**config.mk**
```make
export PLATFORM = sky130hd
export DESIGN_NAME = spmm_front
export DESIGN_NICKNAME = d
export VERILOG_FILES = /design/src/design/spmm_pkg.sv /design/src/design/spmm_front.sv
export SDC_FILE = /design/constraint.sdc
export NUM_CORES = 1
export LEC_CHECK = 0
export ABC_AREA = 1
export BUFFER_PORTS_ARGS = -buffer_cell sky130_fd_sc_hd__buf_4
export CORE_ASPECT_RATIO = 0.8
export CORE_MARGIN = 4
export CORE_UTILIZATION = 40
export CTS_CLUSTER_DIAMETER = 40
export DETAILED_ROUTE_END_ITERATION = 8
export PLACE_DENSITY = 0.88
export SYNTH_ARGS = -nofsm -noshare
export SYNTH_HDL_FRONTEND = slang
export SYNTH_SLANG_ARGS = --single-unit
```
**constraint.sdc**
```tcl
create_clock -name clk -period 4.2 [get_ports clk]
set_input_delay 1.05 -clock clk [delete_from_list [all_inputs] [get_ports clk]]
set_output_delay 1.05 -clock clk [all_outputs]
set_load 0.05 [all_outputs]
```
**src/design/spmm_pkg.sv**
```systemverilog
// ----------------------------------------------------------------------------
// spmm_pkg
// Shared types and constants for the per-slot period min/max/mean rollup.
// ----------------------------------------------------------------------------
package spmm_pkg;

  localparam int SLOTS     = 64;
  localparam int SLOT_W    = 6;
  localparam int SPP       = 60;                  // samples per period
  localparam int CNT_W     = $clog2(SPP + 1);
  localparam int OUT_CNT_W = 6;
  localparam int RD_W      = 16;
  localparam int SUM_W     = 22;
  localparam int DVD_W     = SUM_W + 1;
  localparam int DSR_W     = CNT_W + 1;
  localparam int DIV_STEPS = DVD_W;
  localparam int STEP_W    = $clog2(DIV_STEPS + 1);
  localparam int Q_DEPTH   = 2;
  localparam int Q_AW      = 1;

  localparam logic OP_SAMPLE = 1'b0;
  localparam logic OP_READ   = 1'b1;

  localparam logic signed [RD_W-1:0] NO_VALUE  = 16'sh8000;
  localparam logic signed [RD_W-1:0] MIN_START = 16'sh7FFF;
  localparam logic signed [RD_W-1:0] MAX_START = 16'sh8001;

  typedef struct packed {
    logic                   op;
    logic [SLOT_W-1:0]      slot;
    logic signed [RD_W-1:0] reading;
  } cmd_t;

  typedef struct packed {
    logic signed [SUM_W-1:0] sum;
    logic [CNT_W-1:0]        cnt;
    logic signed [RD_W-1:0]  mn;
    logic signed [RD_W-1:0]  mx;
  } entry_t;

  localparam entry_t ENTRY_RST = '{sum: '0, cnt: '0, mn: MIN_START, mx: MAX_START};

  typedef struct packed {
    logic [SLOT_W-1:0]      slot;
    logic [OUT_CNT_W-1:0]   total;
    logic signed [RD_W-1:0] mean;
    logic signed [RD_W-1:0] mn;
    logic signed [RD_W-1:0] mx;
  } res_t;

  typedef struct packed {
    logic             start;
    logic [DVD_W-1:0] dividend;
    logic [DSR_W-1:0] divisor;
  } div_req_t;

  typedef struct packed {
    logic             done;
    logic [DVD_W-1:0] quot;
  } div_rsp_t;

  typedef enum logic [1:0] {
    B_IDLE,
    B_EXEC,
    B_DIV,
    B_OUT
  } back_st_t;

endpackage

```
**src/design/spmm_front.sv**
```systemverilog
// ----------------------------------------------------------------------------
// spmm_front
// Accepts command words, drops invalid samples, stages the rest for the queue.
// ----------------------------------------------------------------------------
module spmm_front import spmm_pkg::*; (
  input  logic                   clk,
  input  logic                   rst_n,
  input  logic                   in_valid,
  output logic                   in_ready,
  input  logic                   in_op,
  input  logic [SLOT_W-1:0]      in_slot,
  input  logic signed [RD_W-1:0] in_reading,
  output logic                   push_valid,
  input  logic                   push_ready,
  output cmd_t                   push_cmd
);

  logic st_valid_r, st_valid_nxt;
  cmd_t st_cmd_r;
  logic in_fire;
  logic keep;

  assign in_ready   = !st_valid_r || push_ready;
  assign in_fire    = in_valid && in_ready;
  // readouts always pass; samples only when the reading is not the invalid marker
  assign keep       = (in_op == OP_READ) || (in_reading != NO_VALUE);
  assign push_valid = st_valid_r;
  assign push_cmd   = st_cmd_r;

  always_comb begin
    st_valid_nxt = st_valid_r && !push_ready;
    if (in_fire) begin
      st_valid_nxt = keep;
    end
  end

  always_ff @(posedge clk) begin
    if (!rst_n) begin
      st_valid_r <= 1'b0;
    end else begin
      st_valid_r <= st_valid_nxt;
    end
  end

  always_ff @(posedge clk) begin
    if (in_fire) begin
      st_cmd_r <= '{op: in_op, slot: in_slot, reading: in_reading};
    end
  end

endmodule

```
## After elaboration in Yosys (flattened, before gate mapping)

Cells that the tools add are included.

- Register bits after elaboration: 24
- Bits of input ports: 27

- Equal/unequal tests: 1
- Mux-type cells: 1
- Reductions and logical operators: 6

Operator list:

| operator | count |
|---|---|
| 16-bit inequality test, second input constant | 1 |
| 1-bit logical AND | 2 |
| 1-bit logical NOT | 2 |
| 1-bit logical OR | 2 |
| 1-bit two-way mux | 1 |

## Longest topological paths before layout

Gate-level depths: netlist of run 1.

- Depth in word-level cells: 4
- Gate-level depth with buffers: 6

## Least setup slack after synthesis of run 1

No wires, ideal clock.

- Path kind: input-to-reg
- From: input port push_ready
- To: register st_cmd_r (netlist bit push_cmd[0]) (enable)
- Setup time: 439 ps
- Arrival: 2799 ps
- Setup slack: 963 ps
- Stages on the path: 2
- Buffers on the path: 0
- Path through: inv_1 a21boi_0

- Longest elaborated chain between the ends: 2

RTL lines:

| what | RTL line | source |
|---|---|---|
| start: declaration | spmm_front.sv:14 | `input logic push_ready,` |
| 1-bit logical OR | spmm_front.sv:23 | `assign in_ready = !st_valid_r \|\| push_ready;` |
| 1-bit logical AND | spmm_front.sv:24 | `assign in_fire = in_valid && in_ready;` |
| named net in_fire | spmm_front.sv:20 | `logic in_fire;` |
| end signal: assignment | spmm_front.sv:47 | `st_cmd_r <= '{op: in_op, slot: in_slot, reading: in_reading};` |
| end: declaration | spmm_front.sv:19 | `cmd_t st_cmd_r;` |

The timed path passes the listed nets, and every way through them passes these cells.
A chain may end at the register's enable or synchronous reset.

## Worst setup path in the final report of run 1

- From: input port push_ready
- To: output port in_ready

- Longest elaborated chain between the ends: 1

RTL lines:

| what | RTL line | source |
|---|---|---|
| 1-bit logical OR | spmm_front.sv:23 |  |
| end: declaration | spmm_front.sv:9 | `output logic in_ready,` |

No other way between the ends.

==> results of run 1 <==
## flip-flops by register name, summed over array words and instances (netlist names)
signal,cells
push_valid,1
push_cmd,23
## layer usage
layer	share of wire (%)	wire length, µm	track usage [%]
met1	38	704	14.4
met4	0.75	14	6.94
met2	48	900	23.9
met5	0	0	0
met3	13	236	4.85
## cell usage in the layout, fill, tap and decap left out
cell type / Yosys / final
inv_1: 3 / 3
a21oi_1: 1 / 1
dfxtp_1: 1 / 1
nand2_1: 5 / 5
edfxtp_1: 23 / 23
nand3_1: 1 / 1
clkbuf_1: 0 / 1
a21boi_2: 0 / 1
nand3b_1: 1 / 1
buf_4: 0 / 51
clkbuf_4: 0 / 3
nor2_1: 9 / 9
## stage by stage
step / util (%) / std cells / hold slack (ps) / setup WS [ps] / power (mW)
global route: 65.7 / 124 / 580 / 1630 / 0.500
floorplan: - / 45 / 1080 / 963 / 0.346
finish: 65.7 / 124 / 527 / 1660 / 0.484
detailed placement: 64.3 / 120 / 511 / 1660 / 0.391
CTS: 65.7 / 124 / 533 / 1660 / 0.488
global placement: 64.3 / 120 / 502 / 1680 / 0.388
## power by group through the flow
stage	clock network (mW)	registers, mW	logic [mW]
finish	0.0994	0.283	0.101
global placement	0	0.288	0.0997
CTS	0.103	0.283	0.102
floorplan	0	0.337	0.00928
detailed placement	0	0.289	0.102
global route	0.110	0.284	0.106
## cells by family (layout without fill, tap and decap cells)
| group | after synthesis | after routing | synth area share (%) |
|---|---|---|---|
| buf+inv | 3 | 58 | 1.41 |
| flops | 24 | 24 | 88.9 |
| simple gates | 16 | 16 | 8.14 |
| compound gates | 2 | 2 | 1.56 |
## layout make-up
| cell class | instances | share of cell area [%] |
|---|---|---|
| well taps | 24 | 2.42 |
| flip-flops and latches | 24 | 57.2 |
| repair buffers | 51 | 30.8 |
| multi-input cells | 18 | 6.55 |
| inverters | 3 | 0.906 |
| clock buffers | 4 | 2.11 |
## final timing paths
path | start | to | slack [ps] | cells past startpoint
worst max-delay path | push_ready | in_ready | 1660 | 4
worst min-delay path | push_valid | push_valid | 530 | 2
worst max register to register | push_valid | push_cmd[5] | 2580 | 1
worst min register to register | push_valid | push_valid | 530 | 2
==> out/metrics.yaml, run 1 <==
status:
  outcome: "finished, final reports clean"
setup_path:
  crit_path_start_kind: "input port"
  path_common_cell: "buf_4"
  critPathTopFamily: "buffers and inverters"
  crit_fanout: 2
  crit_chain: "buf_4, inv_1, nand2_1, buf_4"
  max_stage_delay_ps: 190
  path_buf_inv: 3
  arrival_ps: 1490
  cp.required_ps: 3150
  cp_slowest_cell: "buf_4"
  worstSetupPathType: "input port to output pin"
  endpoint_kind: "output pin"
clock_tree:
  cts_setup_buffers: 0
  clkLatencyLatePin_ps: 300
  cts-root-buf: "clkbuf_4"
  cts_sinks: 24
  cts_buffer_depth: 2
  htreeDepth: 1
  postCtsHoldBufs: 0
  cts_tree: "built"
  cts_resized: 0
  cts.clk_slew.worst_paths_ps: 120
  cts_buffers: 3
global_route:
  grt_pass1_vias: 547
  grt_max_degree: 24
  overflow: 0
  grt_util_all_layers_pct: 13.3
  antenna_found_initial: 0
  grt_pass1_wl_um: 2570
timing:
  max_freq_ghz: 0.393
  finalSetupTns_ps: 0
  setup_viol: 0
  slew_viol_final: 0
  skew_ps: 2.21
  report.final.hold_viol_count: 0
  max_slew_margin_pct: 19.1
  worstMarginPinSlew_ps: 1210
  min_period_ps: 2540
  timing.final.crit_share_pct: 60.5
  rsz0062_at_grt: "no"
layout:
  regArea_um2: 711
  fin_nets: 128
  stdcell_area_um2: 1240
  antennaDiodeCount: 0
  drive_gt1_share_pct: 55.0
  synthToLayoutAreaGrowth_pct: 55.4
  n_fill_cell: 154
  multiInputGateArea_um2: 81.3
pwr:
  combPwrFrac_pct: 21.0
  swShare_pct: 27.7
  p_seq_share_pct: 58.5
  cellPowerDensity_nw_per_um2: 390
  leakagePower_nw: 0.535
  p_switching_mw: 0.134
  irDropWorstVdd_v: 0.000232
  power_frac_clock_pct: 20.5
  p_int_mw: 0.350
floorplan:
  fp-row-count: 14
  die_w_um: 58.0
  die_h_um: 48.0
  io_pins: 52
  initial_core_util_pct: 42.3
  core-area_um2: 1890
  dieArea_um2: 2780
yosys:
  synth_seq_area_share_pct: 88.9
  synth_area_leader_cell: "edfxtp_1"
  synth-warning-count: 0
  synthFlopType: "edfxtp_1"
  ys_top_cells_by_count: "23 x edfxtp_1, 9 x nor2_1, 5 x nand2_1"
  synth_edf_count: 23
  yosysTopAreaCellShare_pct: 86.4
  syn_inst: 45
  syn_nets: 72
  synthesis.area_um2: 800
  async_flop_share_pct: 0
  synth_cell_type_count: 9
  syn_avg_cell_area_um2: 17.8
  synthTopCellsByArea: "edfxtp_1 86%, nor2_1 4.2%, dfxtp_1 2.5%"
  synth_most_common_cell: "edfxtp_1"
  ys_seq_elements: 24
drt:
  route.detailed.drc: 0
  vias_per_cell: 4.61
  wl_per_cell_um: 15.0
  antenna_left: 0
  vias: 572
  drt_pre_antenna_iters: 4
  postRouteWirelength_um: 1860
  drt_iter0_markers: 16
min_path:
  worstHoldPathType: "flop to flop"
placed_design:
  gp_congestion: 0.670
  io_buffers: 51
  placedInstanceArea_um2: 1220
flow_run:
  cap_violations: 0
(Power assumes the default switching activity.)
==> inputs of run 2 (changes only) <==
--- a/config.mk
+++ b/config.mk
@@ -9,10 +9,10 @@
 export BUFFER_PORTS_ARGS = -buffer_cell sky130_fd_sc_hd__buf_4
 export CORE_ASPECT_RATIO = 0.8
 export CORE_MARGIN = 4
-export CORE_UTILIZATION = 40
+export CORE_UTILIZATION = 36
 export CTS_CLUSTER_DIAMETER = 40
 export DETAILED_ROUTE_END_ITERATION = 8
-export PLACE_DENSITY = 0.88
+export PLACE_DENSITY = 0.84
 export SYNTH_ARGS = -nofsm -noshare
 export SYNTH_HDL_FRONTEND = slang
 export SYNTH_SLANG_ARGS = --single-unit
==> constraint.sdc (replaced) <==
create_clock -name clk -period 2.3 [get_ports clk]
set_input_delay 0.575 -clock clk [delete_from_list [all_inputs] [get_ports clk]]
set_output_delay 0.575 -clock clk [all_outputs]
set_load 0.05 [all_outputs]
==> run 2 against run 1 <==
Clock power rose to 3.0 times the previous value. Die area up 9.4%. Register-to-register slack worse by 1400 ps. Final cell count up 0.81%. Total power up 110%. Core utilization down 1.8 points. Combinational power up 84%. Setup slack worse by 950 ps. Critical path type unchanged.
==> out/metrics.yaml, run 2 (same netlist as run 1, synthesis figures left out) <==
pwr:
  p_int_mw: 0.749  # was 0.350 mW
  leakagePower_nw: 0.553  # was 0.535 nW
  power_frac_clock_pct: 29.6  # was 20.5%
  p_seq_share_pct: 51.8  # was 58.5%
  irDropWorstVdd_v: 0.000426  # was 0.000232 V
  p_switching_mw: 0.249  # was 0.134 mW
  swShare_pct: 24.9  # was 27.7%
  combPwrFrac_pct: 18.6  # was 21.0%
  cellPowerDensity_nw_per_um2: 781  # was 390 nW/µm²
min_path:
  worstHoldPathType: "input port to flop"  # was flop to flop
setup_path:
  crit_fanout: 2  # unchanged
  worstReg2RegEnd: "push_cmd[13]"  # was push_cmd[5]
  worstSetupPathType: "input port to output pin"  # unchanged
  r2r_start: "push_valid"  # unchanged
  setup.worst_path.end: "in_ready"  # unchanged
  endpoint_kind: "output pin"  # unchanged
  ff2ff_path_depth: 2  # was 1
  max_stage_delay_ps: 190  # about the same
  cp-startpoint: "push_ready"  # unchanged
  path_common_cell: "buf_4"  # unchanged
  cp.required_ps: 1730  # was 3150 ps
  crit_chain: "buf_4, inv_1, nand2_1, buf_4"  # unchanged
  r2r_slack_ps: 1190  # was 2580 ps
  crit_path_start_kind: "input port"  # unchanged
  cp_slowest_cell: "buf_4"  # unchanged
  arrival_ps: 1020  # was 1490 ps
layout:
  fin_nets: 129  # was 128
  final_cell_mix: "52 x buf_4, 23 x edfxtp_1, 9 x nor2_1, 5 x nand2_1"  # was 51 x buf_4, 23 x edfxtp_1, 9 x nor2_1, 5 x nand2_1
  mostFrequentLayoutCell: "buf_4"  # unchanged
  synthToLayoutAreaGrowth_pct: 59.6  # was 55.4%
  multiInputGateArea_um2: 81.3  # unchanged
  drive_gt1_share_pct: 56.4  # was 55.0%
  antennaDiodeCount: 0  # unchanged
  n_fill_cell: 164  # was 154
  fin_cells: 125  # was 124
  stdcell_area_um2: 1280  # was 1240 µm²
  largest_register_ffs: 23  # unchanged
  regArea_um2: 711  # unchanged
timing:
  rsz0062_at_grt: "no"  # unchanged
  setup_viol: 0  # unchanged
  min_period_ps: 1590
  timing.final.crit_share_pct: 69.2
  report.final.hold_viol_count: 0  # unchanged
  setup_ws_ps: 708  # was 1660 ps
  max_slew_margin_pct: 81.2  # was 19.1%
  max_freq_ghz: 0.628
  skew_ps: 2.11  # was 2.21 ps
  slew_viol_final: 0  # unchanged
  finalSetupTns_ps: 0  # unchanged
  worstMarginPinSlew_ps: 282  # was 1210 ps
clock_tree:
  cts_setup_buffers: 0  # unchanged
  cts_buffer_depth: 2  # unchanged
  cts_sinks: 24  # unchanged
  cts_tree: "built"  # unchanged
  postCtsHoldBufs: 0  # unchanged
  htreeDepth: 1  # unchanged
  cts-root-buf: "clkbuf_4"  # unchanged
  clkLatencyLatePin_ps: 300  # about the same
  cts_buffers: 3  # unchanged
  cts.clk_slew.worst_paths_ps: 130  # was 120 ps
  cts_resized: 0  # unchanged
floorplan:
  die_h_um: 50.2  # was 48.0 µm
  initial_core_util_pct: 40.0  # was 42.3%
  dieArea_um2: 3040  # was 2780 µm²
  die_w_um: 60.7  # was 58.0 µm
  io_pins: 52  # unchanged
  core-area_um2: 2000  # was 1890 µm²
  fp-row-count: 14  # unchanged
placed_design:
  placedInstanceArea_um2: 1220  # about the same
  gp_congestion: 0.621  # was 0.670
  dp_cells: 121  # was 120
  io_buffers: 51  # unchanged
  dpl_worst_slack_ps: 707  # was 1660 ps
global_route:
  grt_util_all_layers_pct: 11.8  # was 13.3%
  grt_pass1_vias: 562  # was 547
  overflow: 0  # unchanged
  antenna_found_initial: 0  # unchanged
  grt_pass1_wl_um: 2590  # was 2570 µm
  grt_max_degree: 24  # unchanged
drt:
  antenna_left: 0  # unchanged
  drt_pre_antenna_iters: 4  # unchanged
  postRouteWirelength_um: 1800  # was 1860 µm
  route.detailed.drc: 0  # unchanged
  vias: 560  # was 572
  drt_iter0_markers: 16  # unchanged
  vias_per_cell: 4.48  # was 4.61
  wl_per_cell_um: 14.4  # was 15.0 µm
status:
  outcome: "finished, final reports clean"  # unchanged
flow_run:
  cap_violations: 0  # unchanged
-- run 2: power groups by stage --
stage	clock, mW	combinational (mW)	sequential (mW)
after floorplan	0	0.0171	0.614
after global placement	0	0.184	0.525
final	0.295	0.186	0.517
after global routing	0.319	0.194	0.519
after detailed placement	0	0.188	0.527
after CTS	0.300	0.188	0.517
-- run 2: worst min path at each step --
stage	start	endpoint	slack (ps)	cells past startpoint
finish	in_slot[2]	push_cmd[18]	440	1
floorplan	in_reading[0]	push_cmd[0]	670	0
global route	in_slot[0]	push_cmd[16]	420	1
detailed placement	push_valid	push_valid	530	2
global placement	push_valid	push_valid	510	2
CTS	in_slot[2]	push_cmd[18]	430	1
-- run 2: metrics by stage --
stage          hold WS (ps)  utilization, %  power (mW)
2_1_floorplan           674               -       0.631
3_3_place_gp            505            61.3       0.709
3_5_place_dp            529            61.3       0.715
4_1_cts                 430            63.9        1.01
5_1_grt                 419            63.9        1.03
6_report                437            63.9       0.997
-- run 2: metal layers --
metal	share of wire (%)	track usage [%]
met1	35	12.3
met2	51	21.0
met3	14	3.85
met4	0.72	5.42
met5	0	0
-- run 2: worst max-delay path, delay by kind of cell --
family / cells / cell delay [ps]
buffers and inverters: 3 / 370
AND/OR/NAND/NOR: 1 / 70
-- run 2: area by class of cell --
class	count	share of cell area (%)
Clock buffer	3	1.76
Clock inverter	1	2.35
Inverter	3	0.882
Multi-Input combinational cell	18	6.37
Sequential cell	24	55.7
Tap cell	24	2.35
Timing Repair Buffer	52	30.6
