===== src/design/spmm_pkg.sv =====
// ----------------------------------------------------------------------------
// spmm_pkg
// Shared types and constants for the per-slot period min/max/mean rollup.
// ----------------------------------------------------------------------------
package spmm_pkg;

  localparam int SLOTS     = 64;
  localparam int SLOT_W    = 6;
  localparam int SPP       = 60;                  // samples per period
  localparam int CNT_W     = $clog2(SPP + 1);
  localparam int OUT_CNT_W = 6;
  localparam int RD_W      = 16;
  localparam int SUM_W     = 22;
  localparam int DVD_W     = SUM_W + 1;
  localparam int DSR_W     = CNT_W + 1;
  localparam int DIV_STEPS = DVD_W;
  localparam int STEP_W    = $clog2(DIV_STEPS + 1);
  localparam int Q_DEPTH   = 2;
  localparam int Q_AW      = 1;

  localparam logic OP_SAMPLE = 1'b0;
  localparam logic OP_READ   = 1'b1;

  localparam logic signed [RD_W-1:0] NO_VALUE  = 16'sh8000;
  localparam logic signed [RD_W-1:0] MIN_START = 16'sh7FFF;
  localparam logic signed [RD_W-1:0] MAX_START = 16'sh8001;

  typedef struct packed {
    logic                   op;
    logic [SLOT_W-1:0]      slot;
    logic signed [RD_W-1:0] reading;
  } cmd_t;

  typedef struct packed {
    logic signed [SUM_W-1:0] sum;
    logic [CNT_W-1:0]        cnt;
    logic signed [RD_W-1:0]  mn;
    logic signed [RD_W-1:0]  mx;
  } entry_t;

  localparam entry_t ENTRY_RST = '{sum: '0, cnt: '0, mn: MIN_START, mx: MAX_START};

  typedef struct packed {
    logic [SLOT_W-1:0]      slot;
    logic [OUT_CNT_W-1:0]   total;
    logic signed [RD_W-1:0] mean;
    logic signed [RD_W-1:0] mn;
    logic signed [RD_W-1:0] mx;
  } res_t;

  typedef struct packed {
    logic             start;
    logic [DVD_W-1:0] dividend;
    logic [DSR_W-1:0] divisor;
  } div_req_t;

  typedef struct packed {
    logic             done;
    logic [DVD_W-1:0] quot;
  } div_rsp_t;

  typedef enum logic [1:0] {
    B_IDLE,
    B_EXEC,
    B_DIV,
    B_OUT
  } back_st_t;

endpackage


===== src/design/spmm_div.sv =====
// ----------------------------------------------------------------------------
// spmm_div
// Restoring divider, one quotient bit per cycle.
// ----------------------------------------------------------------------------
module spmm_div import spmm_pkg::*; (
  input  logic     clk,
  input  logic     rst_n,
  input  div_req_t req,
  output div_rsp_t rsp
);

  logic              busy_r;
  logic              done_r;
  logic [STEP_W-1:0] step_r;
  logic [DVD_W-1:0]  dvd_r;
  logic [DSR_W-1:0]  dsr_r;
  logic [DSR_W-1:0]  rem_r;
  logic [DSR_W:0]    rem_sh;
  logic              ge;
  logic [DSR_W:0]    rem_sub;

  assign rem_sh  = {rem_r, dvd_r[DVD_W-1]};
  assign ge      = (rem_sh >= {1'b0, dsr_r});
  assign rem_sub = rem_sh - {1'b0, dsr_r};

  assign rsp = '{done: done_r, quot: dvd_r};

  always_ff @(posedge clk) begin
    if (!rst_n) begin
      busy_r <= 1'b0;
      done_r <= 1'b0;
      step_r <= '0;
    end else begin
      done_r <= 1'b0;
      if (req.start) begin
        busy_r <= 1'b1;
        step_r <= STEP_W'(DIV_STEPS);
      end else if (busy_r) begin
        step_r <= step_r - 1'b1;
        if (step_r == STEP_W'(1)) begin
          busy_r <= 1'b0;
          done_r <= 1'b1;
        end
      end
    end
  end

  // the dividend register shifts left and collects quotient bits at the bottom
  always_ff @(posedge clk) begin
    if (req.start) begin
      dvd_r <= req.dividend;
      dsr_r <= req.divisor;
      rem_r <= '0;
    end else if (busy_r) begin
      dvd_r <= {dvd_r[DVD_W-2:0], ge};
      rem_r <= ge ? rem_sub[DSR_W-1:0] : rem_sh[DSR_W-1:0];
    end
  end

endmodule


===== config.mk =====
export PLATFORM = sky130hd
export DESIGN_NAME = spmm_div
export DESIGN_NICKNAME = d
export VERILOG_FILES = /design/src/design/spmm_pkg.sv /design/src/design/spmm_div.sv
export SDC_FILE = /design/constraint.sdc
export NUM_CORES = 1
export LEC_CHECK = 0
export ABC_AREA = 1
export BUFFER_PORTS_ARGS = -buffer_cell sky130_fd_sc_hd__buf_2
export CAP_MARGIN = 20
export CORE_AREA = 2 2 86 55
export CTS_BUF_LIST = sky130_fd_sc_hd__clkbuf_8
export CTS_CLUSTER_DIAMETER = 80
export DETAILED_ROUTE_END_ITERATION = 16
export DIE_AREA = 0 0 88 57
export PLACE_DENSITY = 0.86
export REMOVE_ABC_BUFFERS = 1
export SKIP_CTS_REPAIR_TIMING = 1
export SLEW_MARGIN = 20
export SYNTH_ARGS = -nofsm -noshare
export SYNTH_HDL_FRONTEND = slang
export SYNTH_SLANG_ARGS = --single-unit
export TNS_END_PERCENT = 100

===== constraint.sdc =====
create_clock -name clk -period 2.2 [get_ports clk]
set_input_delay 0.11 -clock clk [delete_from_list [all_inputs] [get_ports clk]]
set_output_delay 0.11 -clock clk [all_outputs]
set_load 0.05 [all_outputs]

Yosys cells after proc, flatten, opt, wreduce, memory -nomap -nowiden

Index checks and enable logic that the tools add are counted.
Widths: inputs -> output; s select.

Equal/unequal tests: 1
Divide/modulo/power cells: 0
Muxes and demuxes: 9
Reductions and logical operators: 3
$lt $le $gt $ge: 1
$mul: 0
Bitwise logic cells: 2
Add/subtract/negate cells: 2
Shift operators: 0

Operators by type and width:

| operator            | count |
|---|---|
| $mux 23             | 2 |
| $mux 5              | 2 |
| $ge 8x7->1          | 1 |
| $mux 7              | 1 |
| $sub 7x7->7         | 1 |
| $eq 5x1->1 const B  | 1 |
| $sub 5x1->5 const B | 1 |
| $mux 1              | 4 |
| $reduce_or 3->1     | 1 |
| $not 1->1           | 2 |
| $reduce_bool 2->1   | 1 |
| $reduce_or 2->1     | 1 |

Bits in read-only memories: 0
Bits in registers: 44
Output and inout bits: 24
Input port bits: 33
Memories: 0
Bits in writable memories: 0
Bits in latches: 0
Logic and storage cells: 25

Longest topological paths before layout

Gate-level depths: netlist of run 1.

Depth in word-level cells: 4
Depth in mapped cells: 12

Worst setup path after synthesis of run 1

Ideal clock, no wire load.

Kind: reg-to-reg
Start: register dvd_r[22]
End: register rem_r[0]
Data required time: 2.062 ns
Setup slack: 0.127 ns
Clock period less this slack: 2.073 ns
Library setup time: 0.138 ns
Cell stages (with the launch flop): 12
Arrival: 1.935 ns
Path through: edfxtp_1 inv_1 ha_1 fa_1 inv_1 nand2_1 nand2_1 nand3_1 nand3_4 nand2_1 nand3_1 o21ai_2

Cells in the longest elaborated chain, start to end: 2
Elaborated cells on any way between the ends: 3
Those cells by class: add/sub (1); order compare (1); mux (1)

RTL lines:

| element                                   | line                           | RTL |
|---|---|---|
| from (decl)                               | spmm_div.sv:15                 | `logic [DVD_W-1:0] dvd_r;` |
| from (signal assigned)                    | spmm_div.sv:51                 | `dvd_r <= req.dividend;` |
| from (signal assigned)                    | spmm_div.sv:55                 | `dvd_r <= {dvd_r[DVD_W-2:0], ge};` |
| $sub 7x7->7 or $ge 8x7->1 (tied branches) | spmm_div.sv:24, spmm_div.sv:23 |  |
| $mux 7 *                                  | spmm_div.sv:56                 | `rem_r <= ge ? rem_sub[DSR_W-1:0] : rem_sh[DSR_W-1:0];` |
| to (signal assigned)                      | spmm_div.sv:56                 |  |
| to (decl)                                 | spmm_div.sv:17                 | `logic [DSR_W-1:0] rem_r;` |

Mark *: on every way between the ends. The rest lies on a longest branch, timed or not.
A chain may end at the register's enable or synchronous reset.

Worst setup path in the final report of run 1

Same ends and word-level chain as after synthesis.

==> results of run 1 <==
-- Yosys cell counts, types with 2 or more instances --
master and count:
nor2_2 2, ha_1 9, nand2_1 113, a31oi_1 2, xor2_1 3, dfxtp_1 14, nor2_1 11, a21oi_1 3
nand3b_1 5, nor3_1 2, buf_2 3, inv_1 31, inv_2 2, edfxtp_1 30, nand4_1 2, nand3_1 15
clkbuf_1 2, nand3_2 2
-- registers in the layout, summed over array words and instances, names as in the netlist --
signal  flops
step_r      5
dsr_r       7
busy_r      1
rem_r       7
done_r      1
dvd_r      23
-- worst max-delay path by stage --
stage | slack [ns] | from | cells past startpoint | end
floorplan | 0.13 | dvd_r[22] | 11 | rem_r[0]
finish | 0.30 | dvd_r[22] | 12 | rem_r[0]
global route | 0.14 | dvd_r[22] | 12 | rem_r[5]
global placement | 0.45 | dvd_r[22] | 12 | rem_r[0]
detailed placement | 0.37 | dvd_r[22] | 12 | rem_r[0]
CTS | 0.31 | dvd_r[22] | 12 | rem_r[0]
-- power groups by stage --
stage | Combinational, mW | Sequential [mW] | Clock [mW]
floorplan | 0.203 | 1.18 | 0
global placement | 0.496 | 1.02 | 0
detailed placement | 0.504 | 1.03 | 0
CTS | 0.511 | 1.01 | 0.630
global route | 0.567 | 1.02 | 0.662
finish | 0.521 | 1.01 | 0.618
-- cell type report --
cell class	instances	area (um^2)	share of cell area [%]
clock inverters	3	42.54	1.526
inverters	34	127.6	4.578
clock buffers	5	68.82	2.469
repair buffers	65	362.8	13.02
multi-input cells	180	925.9	33.21
well taps	63	78.83	2.828
flip-flops and latches	44	1181	42.37
-- cell usage in the layout (no fill, tap or decap), types with 6 or more instances in the layout --
| cell type | instances |
|---|---|
| buf_2 | 56 |
| dfxtp_1 | 14 |
| dlygate4sd3_1 | 6 |
| edfxtp_1 | 30 |
| ha_1 | 9 |
| inv_1 | 31 |
| nand2_1 | 113 |
| nand3_1 | 15 |
| nor2_1 | 11 |
-- worst register-to-register path: stages (launching register included) --
cell	delay (ns)
edfxtp_1	0.36
inv_1	0.07
ha_1	0.23
fa_1	0.43
inv_1	0.11
nand2_1	0.05
nand2_1	0.08
nand2_1	0.08
nand2_1	0.08
nand2_2	0.11
nand3_1	0.10
nand3_1	0.09
o21ai_2	0.06
-- metrics by stage --
step / instances / power [mW]
global route: 394 / 2.248
global placement: 380 / 1.519
floorplan: 258 / 1.386
CTS: 388 / 2.149
finish: 394 / 2.148
detailed placement: 380 / 1.531
-- logic make-up (layout without fill, tap and decap cells) --
kind of cell             Yosys count  count (layout)  share of synthesized area, %
adder cells (fa/ha/maj)           10              10                         5.856
AND/OR/NAND/NOR                  156             156                         30.28
buffers and inverters             40             107                         6.961
AO/OA/AOI/OAI                     11              11                         3.591
XOR/XNOR                           3               3                         1.160
flip-flops                        44              44                         52.15
-- metal layers --
layer,global-route usage (%),routed length (um),part of all wire [%]
met1,30.51,2189,45
met2,33.77,2301,47
met3,4.920,362,7.5
met4,4.615,0,0
met5,0,0,0
==> results.md, run 1 <==
* Outcome: finished, final reports clean
* Warnings from Yosys at 0
* CP most frequent cell: nand2_1
* IO buf count at 56
* Fin Setup TNS at 0 ns
* ANT nets after route at 0
* Fraction of layout cells with a size suffix above 1 at 23.56%
* Hold worst-path end: dsr_r[0]
* Flop2flop setup slack at 0.30 ns
* Cell family with the largest share of critical-path delay: adder cells
* Sw Share at 32.14%
* Htree depth at 2
* First-pass GRT wire length at 8148 um
* Cell Area, Placed at 2616 um^2
* Int Power at 1.458 mW
* Post-synth top area share at 39.78%
* GR Util All Layers at 21.36%
* Worst path buffer plus inverter count at 2
* Crit path largest cell delay at 0.43 ns
* RR Startpoint: dvd_r[22]
* Yosys cell types at 31
* Place WS at 0.3683 ns
* Post-synth EDFFs at 30
* Worst IR Drop VDD at 0.0005473 V
* Post-Route Skew at 0.005508 ns
* Slew Limit Fails at 0
* Filler instances at 349
* Vias/cell at 4.881
* Crit path time final at 1.905 ns
* HP Class: input pin to register
* Core Area at 4303 um^2
* Clock Power Share at 28.8%
* Top cells by area, synth: edfxtp_1 40%, nand2_1 19%, dfxtp_1 12%
* Ant diodes at 0
* Clk buf depth at 2
* Final core occ at 64.79%
* Worst-Skew Late Latency at 0.30 ns
* Die Footprint at 5016 um^2
* Critical path type: register to register
* Leak Pwr at 1.428 nW
* Row count at 19
* Vias in the first global route at 1775
* Largest net degree at the start of global routing at 24
* Worst r2r dst: rem_r[0]
* First-pass iteration count of the detailed router at 5
* Worst reg-to-reg path cell count at 12
* TritonCTS Buffers at 5
* Routed wire length per instance at 12.32 um
* Slew headroom at 74.79%
* Final WS setup at 0.2950 ns
* Final setup viols at 0
* Switching power at 0.6904 mW
* Sequential cell fraction of total power at 47.0%
* Post-synthesis cell area at 2265 um^2
* Vias at 1923
* Synth Instances at 264
* Drt initial violations at 124
* Area Growth Syn to Fin at 23.09%
* Gate power share at 24.3%
* Initial antenna violation count at 0
* Highest attainable clock frequency at 524.9 MHz
* Hold WS at 0.009160 ns
* Synth Flop Type: edfxtp_1
* Startpoint class of the critical path: register
* CTS sink cnt at 44
* Mean Syn Cell Area at 8.578 um^2
* Design area at 2788 um^2
* Sequential area share after synthesis at 52.15%
* TritonCTS clock tree: built
* Seq cells post-synth at 44
* Hold_sp: req[0]
* CTS root buf: clkbuf_8
* CP required at 2.44 ns
* GPL Wtd Cong at 0.9364
* Die height at 57 um
* Crit. End Element: register
* Power density cells at 770.6 nW/um^2
* CP max stage cell: fa_1
* Post-route clock period utilization at 86.59%
* Critical path, cell by cell: inv_1 -> ha_1 -> fa_1 -> inv_1 -> nand2_1 -> nand2_1 -> nand2_1 -> nand2_1 -> nand2_2 -> nand3_1 -> nand3_1 -> o21ai_2
* Worst Tran Pin Value at 0.3781 ns
* WHS Path Cells at 1
* WL final at 4854 um
* CP max FO at 8
* Worst Path Arrival at 2.14 ns
* Grt ovf at 0
* Final Hold Viols at 0
* Area leader, netlist: edfxtp_1
* Clk slew on worst S/H paths at 0.08 ns
* Initial Utilization at 52.63%
* Ys async rst share at 0%
* Nets at 373
* Chip width at 88 um
* # DRC at 0
* DP HPWL at 3583 um
* RSZ-0062 raised after global routing: no
* Ports at 57
* Max-cap viol count at 0
Note: power is estimated with default switching activity, not from simulation.
==> run 2, diff against run 1 <==
--- a/config.mk
+++ b/config.mk
@@ -6,7 +6,7 @@
 export NUM_CORES = 1
 export LEC_CHECK = 0
 export ABC_AREA = 1
-export BUFFER_PORTS_ARGS = -buffer_cell sky130_fd_sc_hd__buf_2
+export BUFFER_PORTS_ARGS = -buffer_cell sky130_fd_sc_hd__buf_4
 export CAP_MARGIN = 20
 export CORE_AREA = 2 2 86 55
 export CTS_BUF_LIST = sky130_fd_sc_hd__clkbuf_8
==> run 2 against run 1 <==
Against the previous run: clock power shrank 23%; via count is 0.47% lower; sequential cell count unchanged; worst setup slack improved by 0.039 ns; non-clock buffer count is 1 higher; critical path depth unchanged; critical endpoint is now rem_r[6]; largest power group unchanged.
==> results.md, run 2 (synthesis gave the netlist of run 1 again) <==
* Hold WS at 0.04675 ns
* Sw Share at 32.72%
* Worst-Skew Late Latency at 0.29 ns
* Clk buf depth at 2
* Worst IR Drop VDD at 0.0004617 V
* Chip width at 88 um
* Leak Pwr at 1.472 nW
* Die height at 57 um
* # DRC at 0
* Switching power at 0.6716 mW
* Final setup viols at 0
* WHS Path Cells at 3
* Biggest register: dvd_r
* Power density cells at 705.0 nW/um^2
* CP max FO at 8
* HP Class: input pin to register
* Initial antenna violation count at 0
* Ports at 57
* First-pass iteration count of the detailed router at 6
* Sequential cell fraction of total power at 49.2%
* Most frequent cells in the layout: 113 x nand2_1, 59 x buf_4, 33 x inv_1
* Slew Limit Fails at 0
* Commonest non-fill, non-tap cell in the layout: nand2_1
* Grt ovf at 0
* Int Power at 1.381 mW
* Filler instances at 332
* Outcome: finished, final reports clean
* TritonCTS clock tree: built
* Worst Path Arrival at 2.10 ns
* Vias at 1914
* Cell total after placement at 380
* Vias in the first global route at 1835
* Crit path time final at 1.866 ns
* CP required at 2.43 ns
* GR Util All Layers at 21.12%
* Crit. End Element: register
* Htree depth at 2
* Die Footprint at 5016 um^2
* Highest attainable clock frequency at 535.9 MHz
* Routed wire length per instance at 12.70 um
* WL final at 5017 um
* CTS root buf: clkbuf_8
* GPL Wtd Cong at 0.9059
* Row count at 19
* CTS sink cnt at 44
* Core Area at 4303 um^2
* Cell Area, Placed at 2756 um^2
* Clock Power Share at 23.2%
* Vias/cell at 4.846
* Clk slew on worst S/H paths at 0.08 ns
* Initial Utilization at 52.63%
* Post-Route Skew at 0.008558 ns
* Worst Tran Pin Value at 0.7454 ns
* Slew headroom at 50.00%
* RSZ-0062 raised after global routing: no
* Critical path type: register to register
* Final Hold Viols at 0
* Drt initial violations at 144
* Top flop regs: dvd_r (23), dsr_r (7), rem_r (7)
* DP HPWL at 3677 um
* Design area at 2912 um^2
* Max reg flops at 23
* ANT nets after route at 0
* Startpoint class of the critical path: register
* Max-cap viol count at 0
* Fin Setup TNS at 0 ns
* Largest net degree at the start of global routing at 31
* Gate power share at 27.6%
* Non-filler cells, final at 395
* First-pass GRT wire length at 8086 um
* Fraction of layout cells with a size suffix above 1 at 23.19%
* Worst reg-to-reg path cell count at 12
* Area Growth Syn to Fin at 28.56%
* IO buf count at 56
* Ant diodes at 0
* Nets at 374
* TritonCTS Buffers at 5
* Post-route clock period utilization at 84.81%
-- run 2: changes by cell type in the layout (fill, tap and decap cells not counted) --
| cell | delta |
|---|---|
| buf_2 | -56 |
| buf_4 | +56 |
| inv_1 | +2 |
| bufinv_16 | -1 |
| clkinv_1 | -1 |
| dlygate4sd3_1 | +1 |
-- run 2: per-stage QoR --
stage,worst slack [ns],utilization [%],power [mW]
final,0.3341,67.66,2.053
after global routing,0.1931,67.66,2.151
after CTS,0.3518,66.04,2.052
after detailed placement,0.3646,64.06,1.578
after global placement,0.4357,64.06,1.566
after floorplan,0.1270,-,1.386
-- run 2: metal layers --
layer	share of wire, %	vias up	GRT usage, %
met5	0	-	0
met4	0.50	0	5.055
met3	6.5	5	6.512
met2	47	67	32.36
met1	46	868	29.81
li1	-	974	-
-- run 2: path summary, 6_finish.rpt --
path	endpoint	slack, ns	startpoint
setup / recovery	rem_r[6]	0.33	dvd_r[22]
hold / removal	step_r[2]	0.05	rst_n
setup reg to reg	rem_r[6]	0.33	dvd_r[22]
hold reg to reg	rem_r[5]	0.48	rem_r[5]
-- run 2: critical path, cell delays in order (launching register included) --
cell and delay [ns]:
edfxtp_1 0.35, inv_1 0.07, ha_1 0.22, fa_1 0.40, inv_1 0.09, nand2_1 0.05, nand2_1 0.07, nand2_1 0.08
nand2_1 0.08, nand2_2 0.12, nand3b_1 0.12, nand3_1 0.08, nand2_1 0.06
-- run 2: power by group through the flow --
stage / registers [mW] / clock network (mW) / logic (mW)
after CTS: 1.01 / 0.488 / 0.554
after floorplan: 1.18 / 0 / 0.203
after global placement: 1.02 / 0 / 0.542
final: 1.01 / 0.476 / 0.567
after detailed placement: 1.03 / 0 / 0.550
after global routing: 1.02 / 0.522 / 0.612
-- run 2: area by class of cell --
| class | count | area (um^2) | share of cell area (%) |
|---|---|---|---|
| timing repair buffer | 66 | 513.0 | 17.62 |
| sequential | 44 | 1181 | 40.57 |
| clock inverter | 3 | 16.27 | 0.5587 |
| multi-input combinational | 180 | 925.9 | 31.80 |
| inverter | 34 | 127.6 | 4.383 |
| tap | 63 | 78.83 | 2.707 |
| clock buffer | 5 | 68.82 | 2.364 |
