### config.mk
export PLATFORM = sky130hd
export DESIGN_NAME = spmm_queue
export DESIGN_NICKNAME = d
export VERILOG_FILES = /design/src/design/spmm_pkg.sv /design/src/design/spmm_queue.sv
export SDC_FILE = /design/constraint.sdc
export NUM_CORES = 1
export LEC_CHECK = 0
export BUFFER_PORTS_ARGS = -buffer_cell sky130_fd_sc_hd__buf_2
export CAP_MARGIN = 10
export CORE_AREA = 2 2 77 79
export DETAILED_ROUTE_END_ITERATION = 16
export DIE_AREA = 0 0 79 81
export HOLD_SLACK_MARGIN = 0.1
export PLACE_DENSITY = 0.54
export RECOVER_POWER = 100
export REMOVE_ABC_BUFFERS = 1
export SYNTH_ARGS = -nofsm -noshare
export SYNTH_HDL_FRONTEND = slang
export SYNTH_SLANG_ARGS = --single-unit
### constraint.sdc
create_clock -name clk -period 2.8 [get_ports clk]
set_clock_uncertainty 0.2 [all_clocks]
set_input_delay 0.56 -clock clk [delete_from_list [all_inputs] [get_ports clk]]
set_output_delay 0.56 -clock clk [all_outputs]
set_load 0.05 [all_outputs]
### src/design/spmm_pkg.sv
// ----------------------------------------------------------------------------
// spmm_pkg
// Shared types and constants for the per-slot period min/max/mean rollup.
// ----------------------------------------------------------------------------
package spmm_pkg;

  localparam int SLOTS     = 64;
  localparam int SLOT_W    = 6;
  localparam int SPP       = 60;                  // samples per period
  localparam int CNT_W     = $clog2(SPP + 1);
  localparam int OUT_CNT_W = 6;
  localparam int RD_W      = 16;
  localparam int SUM_W     = 22;
  localparam int DVD_W     = SUM_W + 1;
  localparam int DSR_W     = CNT_W + 1;
  localparam int DIV_STEPS = DVD_W;
  localparam int STEP_W    = $clog2(DIV_STEPS + 1);
  localparam int Q_DEPTH   = 2;
  localparam int Q_AW      = 1;

  localparam logic OP_SAMPLE = 1'b0;
  localparam logic OP_READ   = 1'b1;

  localparam logic signed [RD_W-1:0] NO_VALUE  = 16'sh8000;
  localparam logic signed [RD_W-1:0] MIN_START = 16'sh7FFF;
  localparam logic signed [RD_W-1:0] MAX_START = 16'sh8001;

  typedef struct packed {
    logic                   op;
    logic [SLOT_W-1:0]      slot;
    logic signed [RD_W-1:0] reading;
  } cmd_t;

  typedef struct packed {
    logic signed [SUM_W-1:0] sum;
    logic [CNT_W-1:0]        cnt;
    logic signed [RD_W-1:0]  mn;
    logic signed [RD_W-1:0]  mx;
  } entry_t;

  localparam entry_t ENTRY_RST = '{sum: '0, cnt: '0, mn: MIN_START, mx: MAX_START};

  typedef struct packed {
    logic [SLOT_W-1:0]      slot;
    logic [OUT_CNT_W-1:0]   total;
    logic signed [RD_W-1:0] mean;
    logic signed [RD_W-1:0] mn;
    logic signed [RD_W-1:0] mx;
  } res_t;

  typedef struct packed {
    logic             start;
    logic [DVD_W-1:0] dividend;
    logic [DSR_W-1:0] divisor;
  } div_req_t;

  typedef struct packed {
    logic             done;
    logic [DVD_W-1:0] quot;
  } div_rsp_t;

  typedef enum logic [1:0] {
    B_IDLE,
    B_EXEC,
    B_DIV,
    B_OUT
  } back_st_t;

endpackage

### src/design/spmm_queue.sv
// ----------------------------------------------------------------------------
// spmm_queue
// Two-entry command queue between the front and the back.
// ----------------------------------------------------------------------------
module spmm_queue import spmm_pkg::*; (
  input  logic clk,
  input  logic rst_n,
  input  logic wr_valid,
  output logic wr_ready,
  input  cmd_t wr_cmd,
  output logic rd_valid,
  input  logic rd_pop,
  output cmd_t rd_cmd
);

  cmd_t              ent_r [Q_DEPTH];
  logic [Q_AW-1:0]   wp_r, rp_r;
  logic [Q_AW:0]     cnt_r, cnt_nxt;
  logic              wr_fire, rd_fire;

  assign wr_ready = (cnt_r != Q_AW'(0) + (Q_AW+1)'(Q_DEPTH));
  assign rd_valid = (cnt_r != '0);
  assign rd_cmd   = ent_r[rp_r];
  assign wr_fire  = wr_valid && wr_ready;
  assign rd_fire  = rd_pop && rd_valid;

  always_comb begin
    cnt_nxt = cnt_r;
    unique case ({wr_fire, rd_fire})
      2'b10:   cnt_nxt = cnt_r + 1'b1;
      2'b01:   cnt_nxt = cnt_r - 1'b1;
      default: cnt_nxt = cnt_r;
    endcase
  end

  always_ff @(posedge clk) begin
    if (!rst_n) begin
      wp_r  <= '0;
      rp_r  <= '0;
      cnt_r <= '0;
    end else begin
      cnt_r <= cnt_nxt;
      if (wr_fire) begin
        wp_r <= wp_r + 1'b1;
      end
      if (rd_fire) begin
        rp_r <= rp_r + 1'b1;
      end
    end
  end

  always_ff @(posedge clk) begin
    if (wr_fire) begin
      ent_r[wp_r] <= wr_cmd;
    end
  end

endmodule

Word-level counts from Yosys, hierarchy flattened
Memories as Yosys holds them, arrays and structs flattened. A register that Yosys moved wholly into a read port is not among the register bits. Index checks and enable logic that the tools add are counted.

Add/sub/neg operators: 4. Multiplexer cells: 5. Reduce and logical (&&, ||, !) cells: 4. Equal/unequal tests: 3.

Operator list (count): $mux W1 (4); $pmux W2 S2 (1); $reduce_bool A2 Y1 (2); $add A1 B1 Y1 const B (2); $add A2 B1 Y2 const B (1); $eq A2 B1 Y1 const B (1); $eq A2 B2 Y1 const B (1); $logic_and A1 B1 Y1 (2); $ne A2 B2 Y1 const B (1); $sub A2 B1 Y2 const B (1).

Flip-flop bits (word level): 4. Output and inout bits: 25. Bits of input ports: 27. Memories kept: 1. Word-level logic and storage cells: 20. Bits in writable memories: 46.

Memories: ent_r (words 2, bits a word 23, read ports 1, clocked after Yosys merged registers in 1, write ports 1, line spmm_queue.sv:16) `cmd_t ent_r [Q_DEPTH];`.

Longest topological paths before layout
Gate-level depths: netlist of run 1.

Depth after elaboration: 4. Gate-level depth with buffers: 6. Gate-level depth less buffers: 6.

Worst setup path before layout of run 1
Ideal clock, no wire load.

Path type: register to register. Start: register cnt_r[0]. End: memory ent_r[1][0] (netlist name) (enable). Period minus slack after synthesis: 2206 ps. Cell stages (with the launch flop): 3. Buffers on the path: 0. Data required time: 2218 ps. Library setup time: 382 ps. Data arrival time: 1624 ps. Setup slack: 594 ps. Cells stage by stage: dfxtp_1 > nand2b_1 > and3_1.

Cells in the longest elaborated chain, start to end: 4.

Ends and longest elaborated chain: start, declared (line spmm_queue.sv:18) `logic [Q_AW:0] cnt_r, cnt_nxt;`; start signal, assigned (line spmm_queue.sv:42) `cnt_r <= cnt_nxt;`; $ne A2 B2 Y1 (line spmm_queue.sv:21) `assign wr_ready = (cnt_r != Q_AW'(0) + (Q_AW+1)'(Q_DEPTH));`; net wr_ready (line spmm_queue.sv:9) `output logic wr_ready,`; $logic_and A1 B1 Y1 (line spmm_queue.sv:24) `assign wr_fire = wr_valid && wr_ready;`; $mux W1 (line spmm_queue.sv:53) `if (wr_fire) begin`; $mux W1 (implied by the code) (line spmm_queue.sv:54) `ent_r[wp_r] <= wr_cmd;`; end, declared (line spmm_queue.sv:16).

The timed path passes the listed nets, and every way through them passes these cells.

==> run metrics, run 1 <==
Lkg Pwr slightly below 0.8 nW; Die Width a little under 80 um; GRT Overall Usage roughly a tenth; WS Path Type reg2out; H-tree levels 2; Bufs on Longest Clock Path 2; Max-cap violations 0; Post-route DRC 0; cell row count 28; synthesized instance count 95; ys async rst share 0%; Clk pwr share 22.8%; Die Y about 81 um; via/cell ratio ~4.4; initial antenna violation count 0; synthesis-to-layout area growth 24.0%; Final Hold Viols 0; hold depth 1; CP Data Arrival Time between 1500 and 2000 ps; Final Core Density between 40% and 50%; average size of a mapped cell ~20 um^2; P_int between 0.0015 and 0.002 W; post-synthesis register bit count between 50 and 60; final period utilization 86.7%; Synth Flop Type edfxtp_1; most common cell after layout, fill and taps aside edfxtp_1; clock latency on the worst-skew pair between 200 and 300 ps; drt pass-1 iters 4; Max Fclk 412 MHz; setup TNS 0 ps; relative slew slack approximately half; Post-Synthesis Cell Area 1890 um^2; share of cells above drive strength 1 roughly 33%; drt wl/cell around 14 um; Sink Count 51; Starting Density about 33%; VDD IR max 0.635 mV; dpl cells approximately 220; placed cell area 2250 um^2; grt met2 use about 17%; Max Fanout on Critical Path 13; TritonCTS clock tree done; Core Area 5680 um^2; hpwl dp about 2300 um; sink of the worst hold path ent_r[1][17]; largest net degree at the start of global routing 24; 1st-iter DRT viols 74; Port Buffers 51; GR peak layer met2; fin area 2340 um^2; most frequent cells in the layout 46 x edfxtp_1, 36 x clkbuf_1, 23 x mux2_2, 15 x buf_2; die area approximately 6400 um^2; Slew Viols, Final 0; crit end category output pin; unrepaired setup endpoints after global routing false; Reg2Reg Launch Point cnt_r[0]; cts bufs inserted 5; Yosys cell types 20; FF-to-FF path depth 4; Hold/Removal Path Class in2reg; hold buffers post-CTS 0; post-CTS sizing 0; proportion of power drawn by flip-flops and latches 39.3%; grt met1 use 13.7%; clk slew on worst S/H paths 90 ps; Slew @ Worst Pin between 700 and 800 ps; number of nets in the layout 183; Ports 52; Routed Antenna Nets 0; sw frac around two fifths; combinational power share 37.9%; Post-Layout Cell Count about 230; Req. time, crit path 2040 ps; worst reg-to-reg setup slack between 400 and 500 ps; Startpoint Class register; Routed WL 3250 um; gpl congestion between 0.6 and 0.7; cell area power density roughly 1100 nW/um^2; Post-synth EDFFs 46; sequential share of the synthesized area between 70% and 80%; Psw roughly 0.00098 W; reg2reg end ent_r[0][5]; final global-route overflow total 0; min Tclk post-route approximately 2400 ps; setup bufs post-CTS 0; # setup viols final 0; Hold Path Origin wr_cmd[17]; global-route wire length before repair between 4000 and 5000 um; met3 Use GR about 3.2%; Yosys warnings 0; Ant. Diodes 0; run status completed; Vias approximately 1.0k; CTS root buffer clkbuf_8; vias in the first global route between 1k and 1.5k
==> critical path, stage by stage (launching register included) <==
cell,delay [ps]
dfxtp_1,330
clkbuf_2,330
mux2_2,240
clkbuf_1,470
==> worst max-delay path by stage <==
| stage | slack (ps) | end | cells past startpoint |
|---|---|---|---|
| finish | 370 | rd_cmd[9] | 3 |
| global route | 290 | ent_r[0][5] | 4 |
| floorplan | 590 | ent_r[1][0] | 2 |
| global placement | 900 | ent_r[0][17] | 4 |
| CTS | 590 | rd_cmd[9] | 3 |
| detailed placement | 830 | ent_r[0][3] | 4 |
==> logic make-up after synthesis <==
logic type                 count (synthesis)  synth area share [%]
adders and majority gates                  1                 0.663
muxes                                     23                  13.7
buffers and inverters                      3                 0.730
DFF                                       51                  78.6
xor gates and xnor gates                   3                  1.39
and+or+nand+nor                            9                  2.92
AOI/OAI and AO/OA                          5                  1.99
==> final cells by class <==
| cell class | instances | area, um^2 |
|---|---|---|
| fill | 550 | 3340 |
| sequential | 51 | 1480 |
| tap | 75 | 93.8 |
| inverter | 1 | 3.75 |
| clock buffer | 5 | 68.8 |
| multi-input combinational | 41 | 390 |
| timing repair buffer | 55 | 231 |
| clock inverter | 3 | 67.6 |
==> sequential cells by signal (all words and copies together) (netlist names), named ones only <==
register,flops
ent_r,46
rp_r,1
wp_r,1
cnt_r,2
==> per-layer routing <==
layer	routed length [um]	share of wire (%)
met1	1480	46
met4	42	1.3
met3	210	6.5
met5	0	0
met2	1510	47
==> power by group through the flow <==
| stage | combinational, W | sequential [W] | clock [W] |
|---|---|---|---|
| after floorplan | 0.000763 | 0.00104 | 0 |
| after global placement | 0.00101 | 0.00102 | 0 |
| after detailed placement | 0.00102 | 0.00103 | 0 |
| after CTS | 0.00102 | 0.00101 | 0.000602 |
| after global routing | 0.00102 | 0.00102 | 0.000634 |
| final | 0.000972 | 0.00101 | 0.000584 |
==> cells in the mapped netlist, types with 2 or more instances <==
library cell	number	area, um^2
buf_2	2	10.0
dfxtp_1	5	100
edfxtp_1	46	1380
mux2_2	23	259
nor2b_1	2	12.5
xnor2_1	3	26.3
==> through the flow <==
| step | hold slack [ps] | power, W | worst slack, ps |
|---|---|---|---|
| 2_1_floorplan | 279 | 0.00181 | 594 |
| 3_3_place_gp | 291 | 0.00202 | 900 |
| 3_5_place_dp | 327 | 0.00204 | 831 |
| 4_1_cts | 232 | 0.00263 | 586 |
| 5_1_grt | 226 | 0.00268 | 285 |
| 6_report | 250 | 0.00256 | 373 |
(Power assumes the default switching activity.)
==> run 2, diff against run 1 <==
Settings changed: BUFFER_PORTS_ARGS -buffer_cell sky130_fd_sc_hd__buf_2 to -buffer_cell sky130_fd_sc_hd__buf_4.
==> run 2 against run 1 <==
Highest routed layer unchanged. Via count decreased by 1.2%. Clock power decreased by 18%. Utilization increased by 0.64 points. Sequential cell count unchanged. Die area unchanged. Worst setup slack improved by 34 ps. Hold slack improved by 24 ps. Critical path depth unchanged. Power decreased by 3.5%. Count of clock-buffer cells in the layout unchanged. Register-to-register slack improved by 40 ps. First-iteration DRC count decreased by 65%.
==> run metrics, run 2 (same netlist as run 1, synthesis figures left out) <==
placed cell area 2380 um^2 (+5.7%); initial antenna violation count 0 (unchanged); post-CTS sizing 0 (unchanged); hpwl dp 2280 um (-1.9%); share of cells above drive strength 1 35.9% (+3.2 points); Core Area 5680 um^2 (unchanged); Sink Count 51 (unchanged); vias in the first global route 1021 (-1.9%); Largest regs ent_r (46), cnt_r (2); Fillers 577 (+4.9%); relative slew slack 51.2% (+0.18 points); CTS root buffer clkbuf_8; most frequent cells in the layout 46 x edfxtp_1, 29 x clkbuf_1, 21 x mux2_2, 14 x clkbuf_4, 9 x buf_4; drt pass-1 iters 4 (unchanged); hold buffers post-CTS 0 (unchanged); setup bufs post-CTS 0 (unchanged); Routed Antenna Nets 0 (unchanged); cts bufs inserted 5 (unchanged); Largest register FFs 46 (unchanged); unrepaired setup endpoints after global routing false; Final Hold Viols 0 (unchanged); Bufs on Longest Clock Path 2 (unchanged); synthesis-to-layout area growth 25.9%; Ant. Diodes 0 (unchanged); Max Fanout on Critical Path 13 (unchanged); WS Path Type reg2out; Post-route DRC 0 (unchanged); die area 6400 um^2 (unchanged); H-tree levels 2 (unchanged); Slew @ Worst Pin 732 ps (-2.70 ps); clk slew on worst S/H paths 80 ps (about the same); Hold/Removal Path Class in2reg; Startpoint Class register; Req. time, crit path 2040 ps (about the same); drt wl/cell 13.6 um (-3.5%); cell area power density 1040 nW/um^2 (-5.0%); Max-cap violations 0 (unchanged); Port Buffers 51 (unchanged); gpl congestion 0.687 (+3.7%); 1st-iter DRT viols 26 (-65%); TritonCTS clock tree done; Ports 52 (unchanged); GRT Overall Usage 10.2% (-0.25 points); final period utilization 85.5% (-1.2 points); largest net degree at the start of global routing 24 (unchanged); final global-route overflow total 0 (unchanged); global-route wire length before repair 4890 um (-1.5%); Biggest register ent_r; Hold WS 275 ps (+24.4 ps); number of nets in the layout 183 (unchanged); fin area 2370 um^2 (+1.6%); VDD IR max 0.526 mV (-17%); CP Data Arrival Time 1630 ps (-40 ps); most common cell after layout, fill and taps aside edfxtp_1; cell row count 28 (unchanged); Routed WL 3140 um (-3.5%); Starting Density 33.2% (unchanged); Die Width 79 um (unchanged); setup TNS 0 ps (unchanged); crit end category output pin; min Tclk post-route 2390 ps (-34.2 ps); run status completed; Vias 1005 (-1.2%); Die Y 81 um (unchanged); clock latency on the worst-skew pair 290 ps (about the same); Lkg Pwr 0.822 nW (+3.7%); via/cell ratio 4.35 (-1.2%); # setup viols final 0 (unchanged); Max Fclk 418 MHz (+1.4%); Slew Viols, Final 0 (unchanged)
run 2: cell count changes in the layout (fill, tap and decap cells not counted), sizes merged:
| cell | delta |
|---|---|
| bufinv | -1 |
| clkbuf | +8 |
| buf | -8 |
| clkinvlp | -1 |
| clkinv | +2 |
run 2: power by group:
part           leakage (nW)  switching (W)  internal (W)
Sequential            0.472      0.0000401      0.000966
Combinational         0.295       0.000707      0.000281
Clock                0.0556       0.000217      0.000262
Total                 0.822       0.000964       0.00151
run 2: worst max-delay path, cell delays in order (launching register included):
cell	delay, ps
dfxtp_1	330
clkbuf_2	320
mux2_2	230
clkbuf_1	460
run 2: metrics by stage:
step,setup WS (ps),power (W),instances,utilization [%]
2_1_floorplan,594,0.00181,93,-
3_3_place_gp,894,0.00212,223,42.0
3_5_place_dp,848,0.00214,223,42.0
4_1_cts,608,0.00262,231,43.9
5_1_grt,285,0.00259,231,41.8
6_report,407,0.00247,231,41.8
run 2: layout make-up:
class	instances	area (um^2)	share of cell area (%)
repair buffers	55	297	12.5
flip-flops and latches	51	1480	62.4
inverters	1	3.75	0.158
multi-input cells	41	390	16.4
clock buffers	5	68.8	2.90
clock inverters	3	38.8	1.63
well taps	75	93.8	3.95
run 2: path summary, 6_finish.rpt:
| path | startpoint | end | slack, ps | cells after the start |
|---|---|---|---|---|
| max reg2reg | cnt_r[0] | ent_r[0][20] | 530 | 4 |
| max | register | rd_cmd[4] | 410 | 3 |
| min reg2reg | cnt_r[1] | cnt_r[1] | 340 | 2 |
| min | wr_cmd[17] | ent_r[1][17] | 270 | 1 |
run 2: per-layer routing:
metal / share of wire (%) / up-vias / wire, um / GRT usage [%]
met5: 0 / - / 0 / 0
met4: 0.99 / 0 / 31 / 3.62
met3: 6.8 / 4 / 212 / 3.78
met2: 48 / 34 / 1510 / 16.8
met1: 44 / 485 / 1390 / 12.4
li1: - / 482 / - / -
==> run 3, diff against run 2 <==
Settings changed: CELL_PAD_IN_SITES_DETAIL_PLACEMENT from default to 1, CELL_PAD_IN_SITES_GLOBAL_PLACEMENT from default to 1, PLACE_DENSITY 0.54 to 0.63.
==> run 3 against run 2 <==
Power down 3.2%. Register-to-register slack better by 370 ps. Sequential share of layout area up 0.43 points. Via count fell by 1.1%. Wire length is 3.1% higher. Die area unchanged. Sequential power barely moved. Worst setup slack lost 83 ps. Critical path depth did not move. Critical endpoint is now rd_cmd[9]. Highest routed layer unchanged.
==> run metrics, run 3 (same netlist as run 1, synthesis figures left out) <==
min Tclk post-route 2480 ps (+83.1 ps); setup TNS 0 ps (unchanged); sw frac 40.4% (+1.4 points); combinational power share 41.1% (+1.1 points); via/cell ratio 4.32 (-0.66%); Largest register FFs 46 (unchanged); global-route wire length before repair 5170 um (+5.8%); cts bufs inserted 5 (unchanged); Port Buffers 51 (unchanged); Sink Count 51 (unchanged); CTS root buffer clkbuf_8; final period utilization 88.4% (+3.0 points); setup bufs post-CTS 0 (unchanged); Routed Antenna Nets 0 (unchanged); Largest regs ent_r (46), cnt_r (2); Core Area 5680 um^2 (unchanged); vias in the first global route 1069 (+4.7%); GRT Overall Usage 10.8% (+0.59 points); unrepaired setup endpoints after global routing false; most common cell after layout, fill and taps aside edfxtp_1; TritonCTS clock tree done; hold buffers post-CTS 0 (unchanged); number of nets in the layout 182 (-0.55%); Ports 52 (unchanged); clock latency on the worst-skew pair 290 ps (about the same); Bufs on Longest Clock Path 2 (unchanged); hpwl dp 2290 um (+0.37%); Slew @ Worst Pin 634 ps (-97.7 ps); slowest cell delay on critical path 490 ps (+30 ps); cell row count 28 (unchanged); Die Y 81 um (unchanged); Max Fanout on Critical Path 17 (+4); largest net degree at the start of global routing 24 (unchanged); Startpoint Class register; run status completed; 1st-iter DRT viols 43 (+65%); die area 6400 um^2 (unchanged); Starting Density 33.2% (unchanged); Max-cap violations 0 (unchanged); Routed WL 3230 um (+3.1%); Final Hold Viols 0 (unchanged); fin area 2360 um^2 (-0.69%); Worst Path Buf+Inv 2 (unchanged); drt pass-1 iters 4 (unchanged); relative slew slack 57.7% (+6.5 points); H-tree levels 2 (unchanged); Max Fclk 404 MHz (-3.4%); post-CTS sizing 0 (unchanged); Post-route DRC 0 (unchanged); Lkg Pwr 0.841 nW (+2.3%); CP Data Arrival Time 1720 ps (+90 ps); gpl congestion 0.637 (-7.4%); synthesis-to-layout area growth 25.0%; VDD IR max 0.528 mV (+0.43%); Psw 0.000967 W (+0.28%); # setup viols final 0 (unchanged); WS Path Type reg2out; drt wl/cell 14.0 um (+3.5%); crit path cell chain buf_4, mux2_2, clkbuf_2; initial antenna violation count 0 (unchanged); Slowest-stage cell, CP dfxtp_1; Die Width 79 um (unchanged); most frequent cells in the layout 46 x edfxtp_1, 22 x mux2_2, 17 x clkbuf_2, 16 x clkbuf_1, 15 x clkbuf_4; Clk pwr share 16.4% (-3.0 points); Top Family by Delay on Critical Path buffers and inverters; crit end category output pin; placed cell area 2370 um^2 (-0.31%); clk slew on worst S/H paths 80 ps (about the same); final worst setup slack 324 ps (-83.1 ps); Ant. Diodes 0 (unchanged); proportion of power drawn by flip-flops and latches 42.5% (+1.8 points); share of cells above drive strength 1 44.5% (+8.6 points); cell area power density 1020 nW/um^2 (-2.5%); Slew Viols, Final 0 (unchanged); Hold/Removal Path Class in2reg; Biggest register ent_r; P_int 0.00143 W (-5.4%); Req. time, crit path 2040 ps (about the same); Vias 994 (-1.1%); DP Worst Slack 650 ps (-198 ps); final global-route overflow total 0 (unchanged)
[run 3: worst paths after layout]
kind	startpoint	end	slack, ps	depth (start not counted)
max	register	rd_cmd[9]	320	3
min reg2reg	rp_r	rp_r	350	2
min	wr_cmd[7]	ent_r[0][7]	270	1
max reg2reg	cnt_r[0]	ent_r[1][8]	900	3
[run 3: metal layers]
metal / routed length, um / GRT usage, % / vias up
met2: 1650 / 18.6 / 32
met4: 22 / 4.14 / 0
met3: 211 / 4.22 / 4
met5: 0 / 0 / -
met1: 1340 / 12.2 / 479
li1: - / - / 479
[run 3: cell type report]
type                       count  area, um^2
tap                           75        93.8
timing repair buffer          54         303
inverter                       1        3.75
multi-input combinational     41         390
clock buffer                   6        72.6
clock inverter                 2        12.5
fill                         598        3320
sequential                    51        1480
[run 3: power by group through the flow]
stage | logic [W] | clock network [W] | registers [W]
after floorplan | 0.000763 | 0 | 0.00104
after global placement | 0.00108 | 0 | 0.00103
after detailed placement | 0.00110 | 0 | 0.00104
after CTS | 0.00110 | 0.000414 | 0.00102
after global routing | 0.00105 | 0.000436 | 0.00104
final | 0.000983 | 0.000393 | 0.00102
[run 3: through the flow]
stage / total power [W] / util (%) / instances / hold WS, ps
after detailed placement: 0.00214 / 41.8 / 222 / 342
after global routing: 0.00252 / 41.5 / 230 / 251
after floorplan: 0.00181 / - / 93 / 279
after global placement: 0.00211 / 41.8 / 222 / 295
after CTS: 0.00254 / 43.3 / 230 / 231
final: 0.00239 / 41.5 / 230 / 270
